**src/rtl/core/bcr_pkg.sv**
```systemverilog
// ----------------------------------------------------------------------------
// bcr_pkg - shared types and constants of the bilinear crop resampler
// Widths of the fixed-point path, register codes and the command/status
// structs that connect the controller with the datapath.
// ----------------------------------------------------------------------------
`default_nettype none

package bcr_pkg;

    // fixed-point layout
    localparam int RATIO_W    = 26;   // unsigned Q16 step ratio
    localparam int FRAC_W     = 16;   // fraction bits of ratio and position
    localparam int POS_W      = 35;   // ratio * dst + start, Q16
    localparam int XC_W       = 11;   // column coordinate inside the frame
    localparam int YC_W       = 10;   // row coordinate inside the frame
    localparam int CMP_W      = 13;   // frame bound compare (up to 4096)
    localparam int PATCH_W    = 11;   // patch size compare
    localparam int CH_W       = 8;    // one pixel channel
    localparam int NUM_CH     = 3;    // Y, U, V
    localparam int PIX_W      = CH_W * NUM_CH;
    localparam int WGT_W      = FRAC_W + 1;       // weight 0..65536
    localparam int H_W        = CH_W + WGT_W;     // horizontal blend
    localparam int S_W        = H_W + WGT_W;      // full Q32 sum
    localparam int Q88_W      = 16;               // Q8.8 result
    localparam int RND_POS    = 2 * FRAC_W - CH_W; // result LSB inside the sum

    // ratio divider
    localparam int DIV_STEPS  = RATIO_W;
    localparam int DIV_CNT_W  = $clog2(DIV_STEPS + 1);
    localparam int DEN_W      = 9;
    localparam int CROP_W     = 10;

    // limits
    localparam int MAX_PATCH  = 256;

    localparam logic [WGT_W-1:0] Q_ONE     = WGT_W'(1 << FRAC_W);
    localparam logic [S_W-1:0]   ROUND_BIT = S_W'(1) << (RND_POS - 1);

    // configuration port
    localparam int CFG_IDX_W  = 3;
    localparam int CFG_DATA_W = 10;

    typedef enum logic [CFG_IDX_W-1:0] {
        REG_CROP_LEFT   = 3'd0,
        REG_CROP_TOP    = 3'd1,
        REG_CROP_WIDTH  = 3'd2,
        REG_CROP_HEIGHT = 3'd3,
        REG_OUT_WIDTH   = 3'd4,
        REG_OUT_HEIGHT  = 3'd5
    } bcr_reg_t;

    // register reset values
    localparam logic [9:0] RST_CROP_LEFT   = 10'd0;
    localparam logic [8:0] RST_CROP_TOP    = 9'd0;
    localparam logic [9:0] RST_CROP_WIDTH  = 10'd640;
    localparam logic [8:0] RST_CROP_HEIGHT = 9'd480;
    localparam logic [8:0] RST_OUT_WIDTH   = 9'd32;
    localparam logic [8:0] RST_OUT_HEIGHT  = 9'd32;

    // op codes
    localparam logic OP_WRITE  = 1'b0;
    localparam logic OP_SAMPLE = 1'b1;

    typedef struct packed {
        logic       op;
        logic [9:0] src_col;
        logic [8:0] src_row;
        logic [7:0] src_luma;
        logic [7:0] src_cb;
        logic [7:0] src_cr;
        logic [7:0] dst_col;
        logic [7:0] dst_row;
    } bcr_item_t;

    typedef struct packed {
        logic [15:0] luma_q8;
        logic [15:0] cb_q8;
        logic [15:0] cr_q8;
        logic        range_error;
    } bcr_result_t;

    // controller -> datapath
    typedef struct packed {
        logic cap;        // capture accepted word
        logic wr;         // store pixel
        logic map;        // position and range check
        logic coord;      // neighbor coordinates and weights
        logic base;       // row base addresses
        logic rd_top;     // read upper neighbor pair
        logic rd_bot;     // read lower neighbor pair
        logic hblend;     // horizontal blend
        logic load;       // vertical blend into result register
        logic div_start;  // start ratio divide
        logic div_sel;    // 0 column ratio, 1 row ratio
    } bcr_cmd_t;

    // datapath -> controller
    typedef struct packed {
        logic item_op;
        logic div_busy;
    } bcr_sts_t;

endpackage

`default_nettype wire

```
**src/rtl/core/bcr_ctrl.sv**
```systemverilog
// ----------------------------------------------------------------------------
// bcr_ctrl - sequencer of the bilinear crop resampler
// Runs the ratio divides after reset and configuration writes, then steps
// each accepted word through the store write or the sample pipeline.
// ----------------------------------------------------------------------------
`default_nettype none

module bcr_ctrl (
    input  logic              clk,
    input  logic              rst_n,
    input  logic              item_valid,
    output logic              in_ready,
    output logic              out_valid,
    input  logic              out_ready,
    input  logic              cfg_fire,
    input  bcr_pkg::bcr_sts_t sts,
    output bcr_pkg::bcr_cmd_t cmd
);
    import bcr_pkg::*;

    typedef enum logic [3:0] {
        S_DIVX_GO,
        S_DIVX_RUN,
        S_DIVY_GO,
        S_DIVY_RUN,
        S_IDLE,
        S_WRITE,
        S_MAP,
        S_COORD,
        S_BASE,
        S_RD_TOP,
        S_RD_BOT,
        S_HBLEND,
        S_VBLEND
    } state_t;

    state_t state_reg, state_next;
    logic   in_ready_reg, in_ready_next;
    logic   out_valid_reg, out_valid_next;
    logic   redo_reg, redo_next;
    logic   accept;
    logic   pend;
    logic   load_now;

    assign accept   = in_ready_reg & item_valid;
    assign pend     = cfg_fire | redo_reg;
    assign load_now = (state_reg == S_VBLEND) & (~out_valid_reg | out_ready);

    // command decode
    always_comb
    begin
        cmd           = '0;
        cmd.cap       = accept;
        cmd.load      = load_now;
        case (state_reg)
            S_DIVX_GO:
            begin
                cmd.div_start = 1'b1;
                cmd.div_sel   = 1'b0;
            end
            S_DIVY_GO:
            begin
                cmd.div_start = 1'b1;
                cmd.div_sel   = 1'b1;
            end
            S_WRITE:  cmd.wr     = 1'b1;
            S_MAP:    cmd.map    = 1'b1;
            S_COORD:  cmd.coord  = 1'b1;
            S_BASE:   cmd.base   = 1'b1;
            S_RD_TOP: cmd.rd_top = 1'b1;
            S_RD_BOT: cmd.rd_bot = 1'b1;
            S_HBLEND: cmd.hblend = 1'b1;
            default:  ;
        endcase
    end

    // next state; a config write reruns both divides once the block is free
    always_comb
    begin
        state_next = state_reg;
        redo_next  = redo_reg;
        case (state_reg)
            S_DIVX_GO:
            begin
                redo_next = 1'b0;
                // a register landing with the start restarts on the new value
                if (cfg_fire)
                    state_next = S_DIVX_GO;
                else
                    state_next = S_DIVX_RUN;
            end
            S_DIVX_RUN:
            begin
                if (cfg_fire)
                    state_next = S_DIVX_GO;
                else if (!sts.div_busy)
                    state_next = S_DIVY_GO;
            end
            S_DIVY_GO:
            begin
                if (cfg_fire)
                    state_next = S_DIVX_GO;
                else
                    state_next = S_DIVY_RUN;
            end
            S_DIVY_RUN:
            begin
                if (cfg_fire)
                    state_next = S_DIVX_GO;
                else if (!sts.div_busy)
                    state_next = S_IDLE;
            end
            S_IDLE:
            begin
                if (accept)
                begin
                    redo_next  = pend;
                    state_next = (sts.item_op == OP_SAMPLE) ? S_MAP : S_WRITE;
                end
                else if (pend)
                begin
                    state_next = S_DIVX_GO;
                end
            end
            S_WRITE:  state_next = pend ? S_DIVX_GO : S_IDLE;
            S_MAP:
            begin
                redo_next  = pend;
                state_next = S_COORD;
            end
            S_COORD:
            begin
                redo_next  = pend;
                state_next = S_BASE;
            end
            S_BASE:
            begin
                redo_next  = pend;
                state_next = S_RD_TOP;
            end
            S_RD_TOP:
            begin
                redo_next  = pend;
                state_next = S_RD_BOT;
            end
            S_RD_BOT:
            begin
                redo_next  = pend;
                state_next = S_HBLEND;
            end
            S_HBLEND:
            begin
                redo_next  = pend;
                state_next = S_VBLEND;
            end
            S_VBLEND:
            begin
                redo_next = pend;
                if (load_now)
                    state_next = pend ? S_DIVX_GO : S_IDLE;
            end
            default:  state_next = S_DIVX_GO;
        endcase
    end

    // registered handshake outputs
    always_comb
    begin
        in_ready_next  = (state_next == S_IDLE);
        out_valid_next = load_now | (out_valid_reg & ~out_ready);
    end

    always_ff @(posedge clk or negedge rst_n)
    begin
        if (!rst_n)
        begin
            state_reg     <= S_DIVX_GO;
            in_ready_reg  <= 1'b0;
            out_valid_reg <= 1'b0;
            redo_reg      <= 1'b0;
        end
        else
        begin
            state_reg     <= state_next;
            in_ready_reg  <= in_ready_next;
            out_valid_reg <= out_valid_next;
            redo_reg      <= redo_next;
        end
    end

    assign in_ready  = in_ready_reg;
    assign out_valid = out_valid_reg;

endmodule

`default_nettype wire

```
**config.mk**
```make
export PLATFORM = sky130hd
export DESIGN_NAME = bcr_ctrl
export DESIGN_NICKNAME = d
export VERILOG_FILES = /design/src/rtl/core/bcr_pkg.sv /design/src/rtl/core/bcr_ctrl.sv
export SDC_FILE = /design/constraint.sdc
export NUM_CORES = 1
export LEC_CHECK = 0
export BUFFER_PORTS_ARGS = -buffer_cell sky130_fd_sc_hd__buf_4
export CAP_MARGIN = 0
export CELL_PAD_IN_SITES_DETAIL_PLACEMENT = 1
export CELL_PAD_IN_SITES_GLOBAL_PLACEMENT = 1
export CORE_MARGIN = 4
export CORE_UTILIZATION = 32
export CTS_CLUSTER_SIZE = 12
export DETAILED_ROUTE_END_ITERATION = 8
export PLACE_DENSITY_LB_ADDON = 0.15
export REMOVE_ABC_BUFFERS = 1
export SYNTH_ARGS = -nofsm -noshare
export SYNTH_HDL_FRONTEND = slang
export SYNTH_SLANG_ARGS = --single-unit
```
**constraint.sdc**
```tcl
create_clock -name clk -period 1.5 [get_ports clk]
set_input_delay 0.15 -clock clk [delete_from_list [all_inputs] [get_ports clk]]
set_output_delay 0.15 -clock clk [all_outputs]
set_load 0.01 [all_outputs]
```
==> qor.log <==
qor: timing.final_period_minus_worst_setup_slack 1.583 ns
qor: global_route.global_route.usage.total 0.1522
qor: layout.area.growth.synth_to_final 64.22%
qor: power_and_ir_drop.p_leak 0.4689 nW
qor: timing.maxSlewViolCount 0
qor: global_route.first_global_vias 687
qor: place.placement.cell_area 862.1 um^2
qor: synth.synth.area.top_cells sky130_fd_sc_hd__dfrtp_1 27%, sky130_fd_sc_hd__nor2_1 5.2%, sky130_fd_sc_hd__buf_6 5.2%
qor: clock_network.cts_sinks 7
qor: timing.period_utilisation_layout 1.055
qor: synth.main_combinational_cell_family_by_area_after_synthesis simple AND/OR/NAND/NOR gates
qor: critical_path.critical_path.startpoint_type flop
qor: synth.netlist_area 646.9 um^2
qor: critical_path.arrival 1.71 ns
qor: clock_network.cts.reportedPaths.clkPinSlew 0.06 ns
qor: synth.synth.lib_cells_used.distinct 32
qor: critical_path.r2r_end in_ready
qor: layout.fin_nets 119
qor: detailed_routing.wl_per_cell 15.29 um
qor: global_route.grt_overflow 0
qor: floorplan.coreArea 1942 um^2
qor: critical_path.critPathRequiredTime 1.62 ns
qor: critical_path.critPathCaptureType flop
qor: power_and_ir_drop.power 0.001571 W
qor: timing.achievable-frequency 0.6319 GHz
qor: floorplan.design.portCount 20
qor: synth.synth_seq_cells 7
qor: floorplan.fp-row-count 16
qor: timing.timing.final.ws_setup -0.08263 ns
qor: synth.synth_sequential_area_ratio 0.2708
qor: power_and_ir_drop.cellPowerDensity 1479 nW/um^2
qor: timing.final.setup_skew 0.004021 ns
qor: place.port_buffers 19
qor: critical_path.critPathMaxFanout 5
qor: power_and_ir_drop.seqPwrFrac 0.205
qor: synth.xor_xnor_portion_of_the_synthesized_cell_area 0.01354
qor: floorplan.floorplan.initialDensity 0.3331
qor: power_and_ir_drop.share_comb_of_total_power 0.684
qor: layout.largest_register_ff_count 4
qor: timing.grt_setup_unrepaired true
qor: clock_network.clock_latency 0.25 ns
qor: critical_path.reg2reg_depth 4
qor: timing.fin_setup_tns -0.1477 ns
qor: detailed_routing.drtPass1Iterations 4
qor: power_and_ir_drop.power_switching 0.0006334 W
qor: floorplan.chipHeight 52.96 um
qor: place.detailedPlacementHpwl 1513 um
qor: detailed_routing.vias 682
qor: floorplan.die_x 52.96 um
qor: power_and_ir_drop.switching_share 0.4031
qor: detailed_routing.totalWireLength 2110 um
qor: synth.synth-simple-area-share 0.3830
qor: critical_path.reg2reg_slack -0.08 ns
qor: timing.final-hold-violation-count 0
qor: detailed_routing.antenna_viol_nets_final 0
qor: synth.postSynth.topFlopCell sky130_fd_sc_hd__dfrtp_1
qor: status.run_status complete, but fails checks
qor: layout.drive_above_1_share 0.5856
qor: clock_network.cts-buffers-inserted 3
qor: global_route.grt_max_degree 8
qor: clock_network.clock_tree.htree_level_count 1
qor: synth.number_of_flops_mapped_to_enable_cells_by_yosys 0
qor: critical_path.worst_r2r_startpoint state_reg[3]
qor: timing.setup_viol 4
qor: synth.synth.mux.area_fraction 0
qor: power_and_ir_drop.cell_internal_pwr 0.0009380 W
qor: clock_network.cts_tree built
qor: layout.postLayoutCoreUtil 0.5470
qor: job.cap_violations 0
qor: critical_path.timing.critical_path.to in_ready
qor: layout.insertedDiodeCount 0
qor: global_route.initial_antenna_violation_count 0
qor: timing.worst-slew-pin-transition 0.3809 ns
qor: place.globalplace.congestion 0.7604
qor: synth.yosysWarningCount 0
qor: clock_network.cts.root.buffer_cell sky130_fd_sc_hd__clkbuf_4
qor: global_route.grt_first_pass_wirelength 3049 um
qor: status.violations setup timing
qor: critical_path.cp_startpoint state_reg[3]
qor: synth.synth_async_sr_flop_share 1.000
qor: floorplan.die-area 2805 um^2
qor: power_and_ir_drop.max_ir_drop_vdd 0.0008894 V
qor: detailed_routing.drt_drc_violations_left 0
qor: synth.synth_largest_type_area_fraction 0.2708
qor: place.dp_slack -0.07223 ns
qor: critical_path.critPathKind flop to flop
qor: layout.post-route-cell-area 1062 um^2
qor: clock_network.ctsLongestPathBuffers 2
qor: detailed_routing.drt_iter0_markers 8
qor: synth.synth_adder_area_share 0
qor: detailed_routing.post_drt_via_cell_ratio 4.942
qor: synth.synth_compound_gate_area_share 0.2186
qor: min_path.hold_path.class input pin to flop
qor: power_and_ir_drop.power.clock.fraction 0.111
qor: synth.avgSynthCellArea 8.984 um^2
qor: timing.relSlewSlack 0.7461
qor: synth.postSynthCellCount 72
qor: synth.synth_largest_area_cell sky130_fd_sc_hd__dfrtp_1
## how the worst min path moves through the flow
| stage | from | end | cells after the start |
|---|---|---|---|
| floorplan | rst_n | in_ready | 0 |
| global route | sts[1] | state_reg[0] | 2 |
| CTS | sts[1] | state_reg[0] | 2 |
| finish | sts[1] | state_reg[0] | 2 |
| detailed placement | rst_n | out_valid | 1 |
| global placement | rst_n | out_valid | 1 |
## layer usage
layer,wire [um],track usage
met1,827,0.1570
met4,35,0.02553
met2,1217,0.3017
met5,0,0
met3,30,0.04225
## cells in the final DEF, fill, tap and decap left out, types with 2 or more instances in the layout
| master | netlist | layout |
|---|---|---|
| sky130_fd_sc_hd__a21oi_1 | 2 | 2 |
| sky130_fd_sc_hd__buf_4 | 3 | 35 |
| sky130_fd_sc_hd__buf_6 | 3 | 7 |
| sky130_fd_sc_hd__clkbuf_4 | 0 | 3 |
| sky130_fd_sc_hd__dfrtp_1 | 7 | 4 |
| sky130_fd_sc_hd__dfrtp_2 | 0 | 3 |
| sky130_fd_sc_hd__inv_1 | 2 | 2 |
| sky130_fd_sc_hd__nand2_1 | 3 | 3 |
| sky130_fd_sc_hd__nand2b_1 | 5 | 3 |
| sky130_fd_sc_hd__nand2b_4 | 0 | 2 |
| sky130_fd_sc_hd__nor2_1 | 9 | 6 |
| sky130_fd_sc_hd__nor2_2 | 0 | 2 |
| sky130_fd_sc_hd__nor2b_1 | 5 | 5 |
| sky130_fd_sc_hd__nor3_4 | 0 | 2 |
| sky130_fd_sc_hd__nor3b_1 | 2 | 2 |
| sky130_fd_sc_hd__o21ai_0 | 3 | 2 |
| sky130_fd_sc_hd__o221ai_2 | 2 | 2 |
| sky130_fd_sc_hd__or2b_1 | 2 | 2 |
## power groups by stage
| stage | registers, W | logic (W) | clock network (W) |
|---|---|---|---|
| floorplan | 0.000364 | 0.000360 | 0 |
| global placement | 0.000308 | 0.000788 | 0 |
| detailed placement | 0.000307 | 0.000792 | 0 |
| CTS | 0.000319 | 0.000892 | 0.000183 |
| global route | 0.000326 | 0.00116 | 0.000196 |
| finish | 0.000322 | 0.00107 | 0.000175 |
## cells in the mapped netlist, drive strengths merged, types with 2 or more instances
| library cell | number |
|---|---|
| a21oi | 2 |
| nor3b | 2 |
| nor3 | 4 |
| inv | 2 |
| o21ai | 3 |
| nor4b | 2 |
| nor2b | 5 |
| nand3 | 2 |
| nand2 | 3 |
| nand2b | 5 |
| or2b | 2 |
| dfrtp | 7 |
| nor2 | 9 |
| o221ai | 2 |
| buf | 8 |
## metrics by stage
stage	cells	hold WS (ns)
5_1_grt	138	0.1956
2_1_floorplan	64	-0.1456
3_5_place_dp	124	-0.03223
3_3_place_gp	124	-0.03610
6_report	138	0.1971
4_1_cts	130	0.1871
## critical path, cell delays in order (launching register included)
cell,delay [ns]
sky130_fd_sc_hd__dfrtp_2,0.45
sky130_fd_sc_hd__o21bai_4,0.20
sky130_fd_sc_hd__nor3b_1,0.14
sky130_fd_sc_hd__or4_4,0.51
sky130_fd_sc_hd__nor4b_4,0.14
## repair_timing
action	in CTS	in global routing
pin swaps	1	6
gates resized for setup	13	11
hold buffers	1	0
endpoints found under the setup margin	10	12
hold endpoints to repair	7	0
buffers inserted	1	8
## layout make-up
class / count / area (um^2)
clock buffers: 4 / 26.28
flip-flops and latches: 7 / 178.9
fillers: 241 / 879.6
well taps: 27 / 33.78
repair buffers: 43 / 351.6
inverters: 2 / 7.507
multi-input cells: 55 / 464.2
## cell families (layout without fill, tap and decap cells)
kind of cell / Yosys count / after routing
AO/OA/AOI/OAI: 15 / 15
buffers and inverters: 10 / 49
flip-flops: 7 / 7
XOR/XNOR: 1 / 1
AND/OR/NAND/NOR: 39 / 39
Note: power is estimated with default switching activity, not from simulation.
